===== config.mk =====
export PLATFORM = sky130hd
export DESIGN_NAME = key_state_edge_tracker_with_press_fifo
export DESIGN_NICKNAME = d
export VERILOG_FILES = /design/src/design/ksetr_pkg.sv /design/src/design/key_state_edge_tracker_with_press_fifo.sv /design/src/design/ksetr_levels.sv /design/src/design/ksetr_queue.sv
export VERILOG_INCLUDE_DIRS = /design/src /design/src/design
export SDC_FILE = /design/constraint.sdc
export NUM_CORES = 1
export LEC_CHECK = 0
export BUFFER_PORTS_ARGS = -buffer_cell sky130_fd_sc_hd__clkbuf_2
export CORE_MARGIN = 1
export CORE_UTILIZATION = 57
export CTS_CLUSTER_DIAMETER = 150
export DETAILED_ROUTE_END_ITERATION = 8
export HOLD_SLACK_MARGIN = 0.06
export PLACE_DENSITY = 0.8
export SYNTH_ARGS = -nofsm -noshare
export SYNTH_HDL_FRONTEND = slang
export SYNTH_SLANG_ARGS = --single-unit

===== constraint.sdc =====
create_clock -name clk_i -period 4.2 [get_ports clk_i]
set_input_delay 0.84 -clock clk_i [delete_from_list [all_inputs] [get_ports clk_i]]
set_output_delay 0.84 -clock clk_i [all_outputs]
set_load 0.005 [all_outputs]

===== src/design/assert_macros.svh =====
// Assertion helpers shared by the RTL files
`ifndef ASSERT_MACROS_SVH
`define ASSERT_MACROS_SVH
`ifndef SYNTHESIS
// Property must hold on every clock edge outside reset
`define ASSERT_PROP(lbl, clk, rst_n, prop, msg) \
  lbl: assert property (@(posedge clk) disable iff (!rst_n) prop) else $error(msg);
// Condition must never be seen on a clock edge outside reset
`define ASSERT_NEVER(lbl, clk, rst_n, cond, msg) \
  lbl: assert property (@(posedge clk) disable iff (!rst_n) !(cond)) else $error(msg);
`else
`define ASSERT_PROP(lbl, clk, rst_n, prop, msg)
`define ASSERT_NEVER(lbl, clk, rst_n, cond, msg)
`endif
`endif


===== src/design/ksetr_pkg.sv =====
package ksetr_pkg;

  // Size of the key bitmaps and of the press queue
  localparam int NumKeys    = 256;
  localparam int QueueDepth = 16;

  localparam int KeyW    = 8;
  localparam int KeyIdxW = (NumKeys > 1) ? $clog2(NumKeys) : 1;
  localparam int PtrW    = (QueueDepth > 1) ? $clog2(QueueDepth) : 1;
  localparam int CntW    = $clog2(QueueDepth + 1);
  localparam int QcntW   = 5;

  typedef enum logic [1:0] {
    OpKeyEvent  = 2'd0,
    OpFrameTick = 2'd1,
    OpQuery     = 2'd2,
    OpPop       = 2'd3
  } op_e;

  // Commands from the step logic to the press queue
  typedef struct packed {
    logic            push;
    logic            pop;
    logic            clear;
    logic [KeyW-1:0] key;
  } queue_req_t;

  // Queue outcome for the current step
  typedef struct packed {
    logic            pop_valid;
    logic [KeyW-1:0] pop_key;
    logic [CntW-1:0] count;
  } queue_sts_t;

endpackage


===== src/design/key_state_edge_tracker_with_press_fifo.sv =====
// Key state edge tracker with a queue of newly pressed keys.
// Command channel: an item (opcode_i, key_code_i, key_level_i) is taken at a
// rising edge with start_i high and busy_o low. busy_o stays low, so an item
// may be issued in every cycle.
// Opcodes: key event, frame tick, query key, pop the pressed-key queue.
// Result channel: done_o is high for exactly one cycle per item, carrying the
// addressed key's down / just-pressed / just-released flags after the step,
// the pop outcome and the queue fill. Results come in item order.
// Path: the accepted item is held in the input register, then makes one
// pass through the bitmap and queue logic into the result register.
// Throughput: one item per cycle; state written by one item is seen by
// the next without a bubble.
// Reset: all keys up in both bitmaps, queue empty, no result pending.
// The receiver cannot stall: each result is presented once and then dropped.
`include "assert_macros.svh"

module key_state_edge_tracker_with_press_fifo (
  input  logic                        clk_i,
  input  logic                        rst_ni,
  input  logic                        start_i,
  output logic                        busy_o,
  input  logic [1:0]                  opcode_i,
  input  logic [ksetr_pkg::KeyW-1:0]  key_code_i,
  input  logic                        key_level_i,
  output logic                        done_o,
  output logic                        key_down_o,
  output logic                        just_pressed_o,
  output logic                        just_released_o,
  output logic [ksetr_pkg::KeyW-1:0]  popped_key_o,
  output logic                        popped_valid_o,
  output logic [ksetr_pkg::QcntW-1:0] queue_count_o
);
  import ksetr_pkg::*;

  logic               stage_valid_q;
  op_e                op_q;
  logic [KeyW-1:0]    key_q;
  logic               level_q;

  logic               in_range;
  logic [KeyIdxW-1:0] idx;
  logic               cur_rd;
  logic               prev_rd;
  logic               key_ev;
  logic               tick;
  logic               cur_after;
  logic               prev_after;
  queue_req_t         qreq;
  queue_sts_t         qsts;

  logic               done_q;
  logic               key_down_q, key_down_d;
  logic               pressed_q, pressed_d;
  logic               released_q, released_d;
  logic [KeyW-1:0]    popped_key_q, popped_key_d;
  logic               popped_valid_q;
  logic [QcntW-1:0]   qcount_q, qcount_d;

  assign busy_o = 1'b0;

  // Input register
  always_ff @(posedge clk_i or negedge rst_ni) begin
    if (!rst_ni) begin
      stage_valid_q <= 1'b0;
    end else begin
      stage_valid_q <= start_i;
    end
  end

  always_ff @(posedge clk_i) begin
    if (start_i) begin
      op_q    <= op_e'(opcode_i);
      key_q   <= key_code_i;
      level_q <= key_level_i;
    end
  end

  assign in_range = (32'(key_q) < NumKeys);
  assign idx      = KeyIdxW'(key_q);

  // Decode the held item into bitmap and queue commands
  always_comb begin
    key_ev     = 1'b0;
    tick       = 1'b0;
    qreq.push  = 1'b0;
    qreq.pop   = 1'b0;
    qreq.clear = 1'b0;
    qreq.key   = key_q;
    if (stage_valid_q) begin
      case (op_q)
        OpKeyEvent: begin
          key_ev    = in_range;
          qreq.push = in_range && level_q && !cur_rd;
        end
        OpFrameTick: begin
          tick       = 1'b1;
          qreq.clear = 1'b1;
        end
        OpQuery: begin
          key_ev = 1'b0;
        end
        OpPop: begin
          qreq.pop = 1'b1;
        end
        default: begin
          key_ev = 1'b0;
        end
      endcase
    end
  end

  ksetr_levels u_levels (
    .clk_i   (clk_i),
    .rst_ni  (rst_ni),
    .idx_i   (idx),
    .wr_en_i (key_ev),
    .level_i (level_q),
    .tick_i  (tick),
    .cur_o   (cur_rd),
    .prev_o  (prev_rd)
  );

  ksetr_queue u_queue (
    .clk_i  (clk_i),
    .rst_ni (rst_ni),
    .req_i  (qreq),
    .sts_o  (qsts)
  );

  // Form the flags as they stand after this step
  assign cur_after    = key_ev ? level_q : cur_rd;
  assign prev_after   = tick ? cur_rd : prev_rd;
  assign key_down_d   = in_range && cur_after;
  assign pressed_d    = in_range && cur_after && !prev_after;
  assign released_d   = in_range && !cur_after && prev_after;
  assign popped_key_d = qsts.pop_valid ? qsts.pop_key : '0;
  assign qcount_d     = QcntW'(qsts.count);

  // Result register
  always_ff @(posedge clk_i or negedge rst_ni) begin
    if (!rst_ni) begin
      done_q <= 1'b0;
    end else begin
      done_q <= stage_valid_q;
    end
  end

  always_ff @(posedge clk_i) begin
    if (stage_valid_q) begin
      key_down_q     <= key_down_d;
      pressed_q      <= pressed_d;
      released_q     <= released_d;
      popped_key_q   <= popped_key_d;
      popped_valid_q <= qsts.pop_valid;
      qcount_q       <= qcount_d;
    end
  end

  assign done_o          = done_q;
  assign key_down_o      = key_down_q;
  assign just_pressed_o  = pressed_q;
  assign just_released_o = released_q;
  assign popped_key_o    = popped_key_q;
  assign popped_valid_o  = popped_valid_q;
  assign queue_count_o   = qcount_q;

  `ASSERT_PROP(a_item_yields_result, clk_i, rst_ni, stage_valid_q |=> done_o, "result missing")
  `ASSERT_NEVER(a_edges_exclusive, clk_i, rst_ni, done_o && just_pressed_o && just_released_o, "both edges")
  `ASSERT_NEVER(a_pressed_is_down, clk_i, rst_ni, done_o && just_pressed_o && !key_down_o, "press without down")
  `ASSERT_NEVER(a_pop_only_on_pop, clk_i, rst_ni, qsts.pop_valid && !(stage_valid_q && op_q == OpPop), "stray pop")

endmodule


===== src/design/ksetr_levels.sv =====
module ksetr_levels (
  input  logic                         clk_i,
  input  logic                         rst_ni,
  input  logic [ksetr_pkg::KeyIdxW-1:0] idx_i,
  input  logic                         wr_en_i,
  input  logic                         level_i,
  input  logic                         tick_i,
  output logic                         cur_o,
  output logic                         prev_o
);
  import ksetr_pkg::*;

  logic [NumKeys-1:0] cur_q;
  logic [NumKeys-1:0] prev_q;

  // Record key levels and snapshot them on a frame tick
  always_ff @(posedge clk_i or negedge rst_ni) begin
    if (!rst_ni) begin
      cur_q  <= '0;
      prev_q <= '0;
    end else begin
      if (wr_en_i) begin
        cur_q[idx_i] <= level_i;
      end
      if (tick_i) begin
        prev_q <= cur_q;
      end
    end
  end

  // Read the addressed key before this step's update
  assign cur_o  = cur_q[idx_i];
  assign prev_o = prev_q[idx_i];

endmodule


===== src/design/ksetr_queue.sv =====
`include "assert_macros.svh"

module ksetr_queue (
  input  logic                  clk_i,
  input  logic                  rst_ni,
  input  ksetr_pkg::queue_req_t req_i,
  output ksetr_pkg::queue_sts_t sts_o
);
  import ksetr_pkg::*;

  localparam int SumW = CntW + 1;

  logic [KeyW-1:0] mem_q [QueueDepth];
  logic [KeyW-1:0] head_key_q;
  logic [PtrW-1:0] head_q, head_d;
  logic [CntW-1:0] count_q, count_d;
  logic [SumW-1:0] tail_sum;
  logic [PtrW-1:0] tail;
  logic            full;
  logic            do_push;
  logic            do_pop;

  // Locate the free slot behind the last queued key
  assign tail_sum = SumW'(head_q) + SumW'(count_q);
  assign tail     = (tail_sum >= SumW'(QueueDepth)) ?
                    PtrW'(tail_sum - SumW'(QueueDepth)) : PtrW'(tail_sum);

  assign full    = (count_q == CntW'(QueueDepth));
  assign do_push = req_i.push && !full;
  assign do_pop  = req_i.pop && (count_q != '0);

  // Advance head and fill count
  always_comb begin
    head_d  = head_q;
    count_d = count_q;
    if (req_i.clear) begin
      head_d  = '0;
      count_d = '0;
    end else if (do_push) begin
      count_d = count_q + CntW'(1);
    end else if (do_pop) begin
      count_d = count_q - CntW'(1);
      head_d  = (head_q == PtrW'(QueueDepth - 1)) ? '0 : head_q + PtrW'(1);
    end
  end

  always_ff @(posedge clk_i or negedge rst_ni) begin
    if (!rst_ni) begin
      head_q  <= '0;
      count_q <= '0;
    end else begin
      head_q  <= head_d;
      count_q <= count_d;
    end
  end

  // Store a newly pressed key and hold the next head entry ready for a pop;
  // a push into the slot that becomes the head is forwarded straight through
  always_ff @(posedge clk_i) begin
    if (do_push) begin
      mem_q[tail] <= req_i.key;
    end
    if (do_push && (tail == head_d)) begin
      head_key_q <= req_i.key;
    end else begin
      head_key_q <= mem_q[head_d];
    end
  end

  assign sts_o.pop_valid = do_pop;
  assign sts_o.pop_key   = head_key_q;
  assign sts_o.count     = count_d;

  `ASSERT_NEVER(a_count_bound, clk_i, rst_ni, count_q > CntW'(QueueDepth), "queue overfilled")
  `ASSERT_PROP(a_clear_empties, clk_i, rst_ni, req_i.clear |=> count_q == '0, "clear left keys")
  `ASSERT_PROP(a_pop_drops_one, clk_i, rst_ni, do_pop |=> count_q == $past(count_q) - CntW'(1), "pop count")

endmodule

## Yosys cells after proc, flatten, opt, wreduce, memory -nomap -nowiden

Memories as Yosys holds them, arrays and structs flattened. A register that Yosys moved wholly into a read port is not among the register bits.
Cells that the tools add are included.
W data, S select, Z words.

- RAM bits: 128
- Flip-flop bits (word level): 551
- Bits of input ports: 14
- Output and inout port bits: 19
- Memories: 1

Memory list:

| memory | words | bits a word | rd ports | clocked after memory_dff | wr ports | line | text |
|---|---|---|---|---|---|---|---|
| u_queue.mem_q | 16 | 8 | 1 | 1 | 1 | ksetr_queue.sv:13 | `logic [KeyW-1:0] mem_q [QueueDepth];` |

- Reduce and logical (&&, ||, !) cells: 12
- Magnitude comparators: 3
- $add $sub $neg: 5
- Muxes and demuxes: 26
- Equality and inequality tests: 4

Operators with widths:

| operator | number |
|---|---|
| $bwmux W256 | 1 |
| $mux W4 | 5 |
| $bmux W1 S8 | 2 |
| $mux W5 | 3 |
| $mux W1 | 13 |
| $lt A8 B9 Y1 const B | 1 |
| $demux W1 S8 | 1 |
| $ge A8 B1 Y1 const B | 1 |
| $add A4 B5 Y6 | 1 |
| $ge A6 B5 Y1 const B | 1 |
| $logic_and A1 B1 Y1 | 6 |
| $add A5 B1 Y5 const B | 1 |
| $eq A5 B5 Y1 const B | 1 |
| $reduce_bool A5 Y1 | 1 |
| $sub A5 B1 Y5 const B | 1 |
| $add A4 B1 Y4 const B | 1 |
| $eq A4 B4 Y1 const B | 1 |
| $logic_not A1 Y1 | 4 |
| $sub A4 B1 Y4 const B | 1 |
| $mux W3 | 1 |
| $eq A2 B1 Y1 const B | 1 |
| $eq A2 B2 Y1 const B | 1 |
| $logic_not A2 Y1 | 1 |

## Longest topological paths before layout

- Depth after elaboration: 10
- Depth in mapped cells: 14
- Mapped depth without buffers: 9

## Hierarchy

A second synthesis with hierarchy kept.

- Cells, all modules: 2241
- Area total of the unflattened synthesis: 30835.8 um2

Modules (own cells, without submodules):

| module | cells an instance | times used | area each (um2) |
|---|---|---|---|
| ksetr_levels | 1887 | 1 | 24119.4 |
| ksetr_queue | 300 | 1 | 5684.2 |
| key_state_edge_tracker_with_press_fifo | 54 | 1 | 1032.2 |

## Worst setup path after synthesis

Ideal clock, no wire load.

- Path type: register -> register
- Start point: register key_q[0] (netlist: idx[0])
- End point: memory u_queue.mem_q[0][0] (enable)
- Buffers on the path: 4
- Path slack: 0.129 ns
- Data arrival time: 3.676 ns
- Stages on the path, launching flop included: 12
- Setup time: 0.395 ns
- Required time: 3.805 ns
- Cell sequence: edfxtp_1 -> buf_2 -> buf_6 -> buf_2 -> mux4_2 -> mux2i_1 -> a2bb2oi_1 -> o211ai_1 -> a211oi_1 -> o21ai_1 -> buf_2 -> nor4_1

- Cells in the longest elaborated chain, start to end: 9

RTL lines:

| element | line | text |
|---|---|---|
| start: declaration | key_state_edge_tracker_with_press_fifo.sv:37 | `logic [KeyW-1:0] key_q;` |
| start signal: assignment | key_state_edge_tracker_with_press_fifo.sv:73 | `key_q <= key_code_i;` |
| $bmux W1 S8 | ksetr_levels.sv:32 | `assign cur_o = cur_q[idx_i];` |
| $mux W1 (not written as such) | ksetr_levels.sv:32 |  |
| $logic_not A1 Y1 | key_state_edge_tracker_with_press_fifo.sv:93 | `qreq.push = in_range && level_q && !cur_rd;` |
| $logic_and A1 B1 Y1 | key_state_edge_tracker_with_press_fifo.sv:93 |  |
| $mux W1 | key_state_edge_tracker_with_press_fifo.sv:90 | `case (op_q)` |
| $mux W3 | key_state_edge_tracker_with_press_fifo.sv:89 | `if (stage_valid_q) begin` |
| $logic_and A1 B1 Y1 | ksetr_queue.sv:29 | `assign do_push = req_i.push && !full;` |
| $mux W1 | ksetr_queue.sv:60 | `if (do_push) begin` |
| $mux W1 (not written as such) | ksetr_queue.sv:61 | `mem_q[tail] <= req_i.key;` |
| end: declaration | ksetr_queue.sv:13 |  |

No other way between the ends. The select of a mux whose other input is x is not followed.

## Worst setup path after layout

- Start point: register key_q[0] (netlist: idx[0])
- End point: memory u_queue.mem_q[15][7] (enable)

Same word-level chain as after synthesis.

==> results.py <==
metrics = {
    "critical_path": {
        "cp_max_fo": 37,
        "r2r_end": "u_queue.mem_q[15][7]",
        "rr_worst_depth": 10,
        "r2r_slack_ns": 0.36,
        "crit_type": "register to register",
        "cp.arrival_ns": 4.19,
        "crit_required_ns": 4.56,
        "r2r-start": "idx[0]",
        "startpoint_type": "register",
        "end_kind": "register",
    },
    "cells_and_area": {
        "drive_gt1_share_pct": 18.8,
        "finalNonFillerCells": 3362,
        "layout.nets": 2633,
        "area_delta_synth_final_pct": 12.1,
        "fin_area_sq_mm": 0.0349,
        "diodes": 0,
    },
    "timing": {
        "period_share_pct": 91.3,
        "drv_slew": 0,
        "max_freq_mhz": 261,
        "maxSlewHeadroom_pct": 18.2,
        "setup-violations-final": 0,
        "fin_skew_ns": 0.0359,
        "finalCriticalPeriod_ns": 3.84,
        "rsz0062_at_grt": "false",
        "finalHoldViolCount": 0,
        "tightest_slew_ns": 1.23,
        "fin_tns_setup_ns": 0,
    },
    "synthesis": {
        "syn_area_sq_mm": 0.0311,
        "async_flop_share_pct": 76.6,
        "ys_warn_count": 0,
        "synth-edff-count": 156,
        "synth_seq_area_share_pct": 57.3,
        "ys_ff_latch": 683,
        "syn_nets": 2597,
        "ys_types": 58,
        "syn-instance-count": 2576,
        "syn_avg_cell_area_sq_um": 12.1,
        "synth_top_flop_cell": "dfrtp_1",
    },
    "placement": {
        "routabilityCongestion": 0.930,
        "post-place-cells": 3234,
        "detailed_place_hpwl_mm": 51.8,
        "placedInstanceArea_sq_mm": 0.0325,
        "io_buffers": 31,
    },
    "cts": {
        "tritoncts": "built",
        "cts_num_sinks": 683,
        "post_cts_buffers": 0,
        "clk_path_buf_depth": 3,
        "clock_latency_ns": 0.65,
        "root_buffer": "clkbuf_16",
        "cts.reportedPaths.clkPinSlew_ns": 0.06,
        "holdBufCountCts": 0,
        "h-tree-depth": 3,
        "cts_resized": 0,
        "cts_buffers": 72,
    },
    "grt": {
        "grt_pass1_vias": 22200,
        "gr-usage-met2_pct": 48.3,
        "met1_usage_pct": 41.5,
        "grt_pass1_wl_mm": 131,
        "gr-usage-met3_pct": 7.13,
        "top_usage_layer": "met2",
        "antenna_found_initial": 0,
        "grt_max_degree": 257,
        "track_usage_pct": 31.0,
        "grt_remaining_overflow": 0,
    },
    "pwr": {
        "p_leak_uw": 0.0162,
        "p_clk_share_pct": 42.4,
        "p_sw_uw": 4050,
        "power_density_mw_per_mm2": 447,
        "ir_drop_mv": 0.448,
        "total_power_uw": 15600,
        "p_sw_share_pct": 26.0,
        "p_comb_share_pct": 10.9,
        "seqPwrFrac_pct": 46.7,
        "intPower_uw": 11500,
    },
    "job": {
        "cap_violations": 0,
    },
    "status": {
        "status": "finished, final reports clean",
    },
    "floorplanning": {
        "die_y_um": 236,
        "fp.coreArea_sq_mm": 0.0539,
        "start_util_pct": 57.7,
        "dieArea_sq_mm": 0.0556,
        "io-pin-count": 33,
        "die_w_um": 236,
        "rows": 85,
    },
    "drt": {
        "wire_per_inst_um": 24.8,
        "viasPerCell": 6.42,
        "routed-via-count": 21600,
        "ant_nets": 0,
        "drc": 0,
        "drt-total-wl_mm": 83.5,
        "drt_iter0_markers": 2530,
        "firstDrtPassIters": 6,
    },
    "hold_path": {
        "min_path_type": "input pin to asynchronous set/reset pin",
    },
}
## layer usage
metal | vias up | part of all wire, %
met1 | 11000 | 38
met3 | 261 | 9.9
li1 | 8975 | -
met4 | 0 | 4.7
met2 | 1329 | 47
met5 | - | 0
## sequential cells by signal, summed over array words and instances (netlist names), 2 cells and up, named ones only
| register | count |
|---|---|
| op_q | 2 |
| u_levels.cur_q | 256 |
| idx | 8 |
| popped_key_o | 8 |
| u_levels.prev_q | 256 |
| u_queue.head_q | 4 |
| u_queue.mem_q | 128 |
| u_queue.count_q | 5 |
| queue_count_o | 5 |
## power groups by stage
stage	logic (uW)	registers, uW	clock network, uW
global route	1800	7320	6930
global placement	1620	7390	0
CTS	1690	7290	6660
detailed placement	1670	7410	0
finish	1690	7290	6610
floorplan	1140	7250	0
## cell usage after synthesis, types with 4 or more instances
cell,count,area share (%)
a21oi_1,12,0.19
a22oi_1,6,0.14
a31oi_1,4,0.080
and2_1,11,0.22
and3_1,4,0.080
buf_1,7,0.084
buf_2,28,0.45
buf_4,7,0.17
buf_6,5,0.18
clkbuf_1,121,1.5
dfrtp_1,523,42
dfxtp_1,4,0.26
edfxtp_1,156,15
ha_1,6,0.24
inv_1,9,0.11
mux2_1,208,7.5
mux2_2,53,1.9
mux2i_1,10,0.32
mux4_2,190,14
nand2_1,935,11
nand2b_1,8,0.16
nand3_1,19,0.31
nor2_1,159,1.9
nor2b_1,9,0.18
nor3_1,10,0.16
nor4_1,17,0.34
o21ai_1,4,0.064
o31ai_1,4,0.096
## cells by family after synthesis
| kind of cell | share of synthesized area [%] |
|---|---|
| and+or+nand+nor | 15.0 |
| DFF | 57.3 |
| muxes | 23.5 |
| buffers and inverters | 2.45 |
| AOI/OAI and AO/OA | 1.23 |
| adders and majority gates | 0.305 |
| xor gates and xnor gates | 0.169 |
| other | 0.0120 |
## cells in the final DEF (no fill, tap or decap), types with 5 or more instances in the layout
cell type,netlist,routed
nor2_2,0,6
clkbuf_16,0,72
mux2_2,53,53
nor2b_1,9,9
mux2i_1,10,10
mux4_2,190,190
nor2_1,159,152
dfrtp_1,523,523
a22oi_1,6,6
buf_12,0,20
clkbuf_2,0,30
nor4_1,17,17
a21oi_1,12,12
nand2b_1,8,8
edfxtp_1,156,156
bufinv_16,0,7
inv_16,0,5
buf_4,7,79
clkbuf_1,121,11
nor3_1,10,10
mux2_1,208,208
and2_1,11,11
nand2_1,935,935
ha_1,6,6
nand3_1,19,19
clkinv_2,0,12
clkbuf_8,0,13
inv_1,9,9
## cell type report
| cell class | count | area, sq um |
|---|---|---|
| fillers | 3685 | 19000 |
| flip-flops and latches | 683 | 17900 |
| multi-input cells | 1716 | 12500 |
| clock buffers | 96 | 2020 |
| repair buffers | 130 | 1160 |
| well taps | 696 | 871 |
| clock inverters | 32 | 429 |
| inverters | 9 | 33.8 |
## how the worst max path moves through the flow
| stage | from | endpoint | slack (ns) | cells past startpoint |
|---|---|---|---|---|
| 6_report | idx[0] | u_queue.mem_q[15][7] | 0.36 | 10 |
| 5_1_grt | idx[0] | u_queue.mem_q[7][0] | 0.19 | 10 |
| 4_1_cts | idx[0] | u_queue.mem_q[0][7] | 0.44 | 10 |
| 3_5_place_dp | idx[0] | u_queue.mem_q[1][6] | 0.46 | 10 |
| 3_3_place_gp | idx[1] | u_queue.mem_q[1][1] | 0.57 | 12 |
| 2_1_floorplan | idx[0] | u_queue.mem_q[0][0] | 0.13 | 11 |
## per-stage QoR
step	utilization (%)	hold WS [ns]	setup WS, ns
detailed placement	60.2	0.457	0.458
global placement	60.2	0.451	0.565
floorplan	-	0.440	0.129
CTS	64.7	0.295	0.442
global route	64.7	0.309	0.190
finish	64.7	0.269	0.364
## worst max-delay path, cell delays in order, from the launching register on
cell	delay, ns
edfxtp_1	0.46
buf_12	0.26
mux4_2	0.55
and3_1	0.20
o31ai_1	0.28
a41oi_1	0.28
a211oi_2	0.42
o21ai_1	0.12
buf_4	0.25
nor4_1	0.37
buf_4	0.24
No activity file was read; power rests on OpenSTA's default activity.
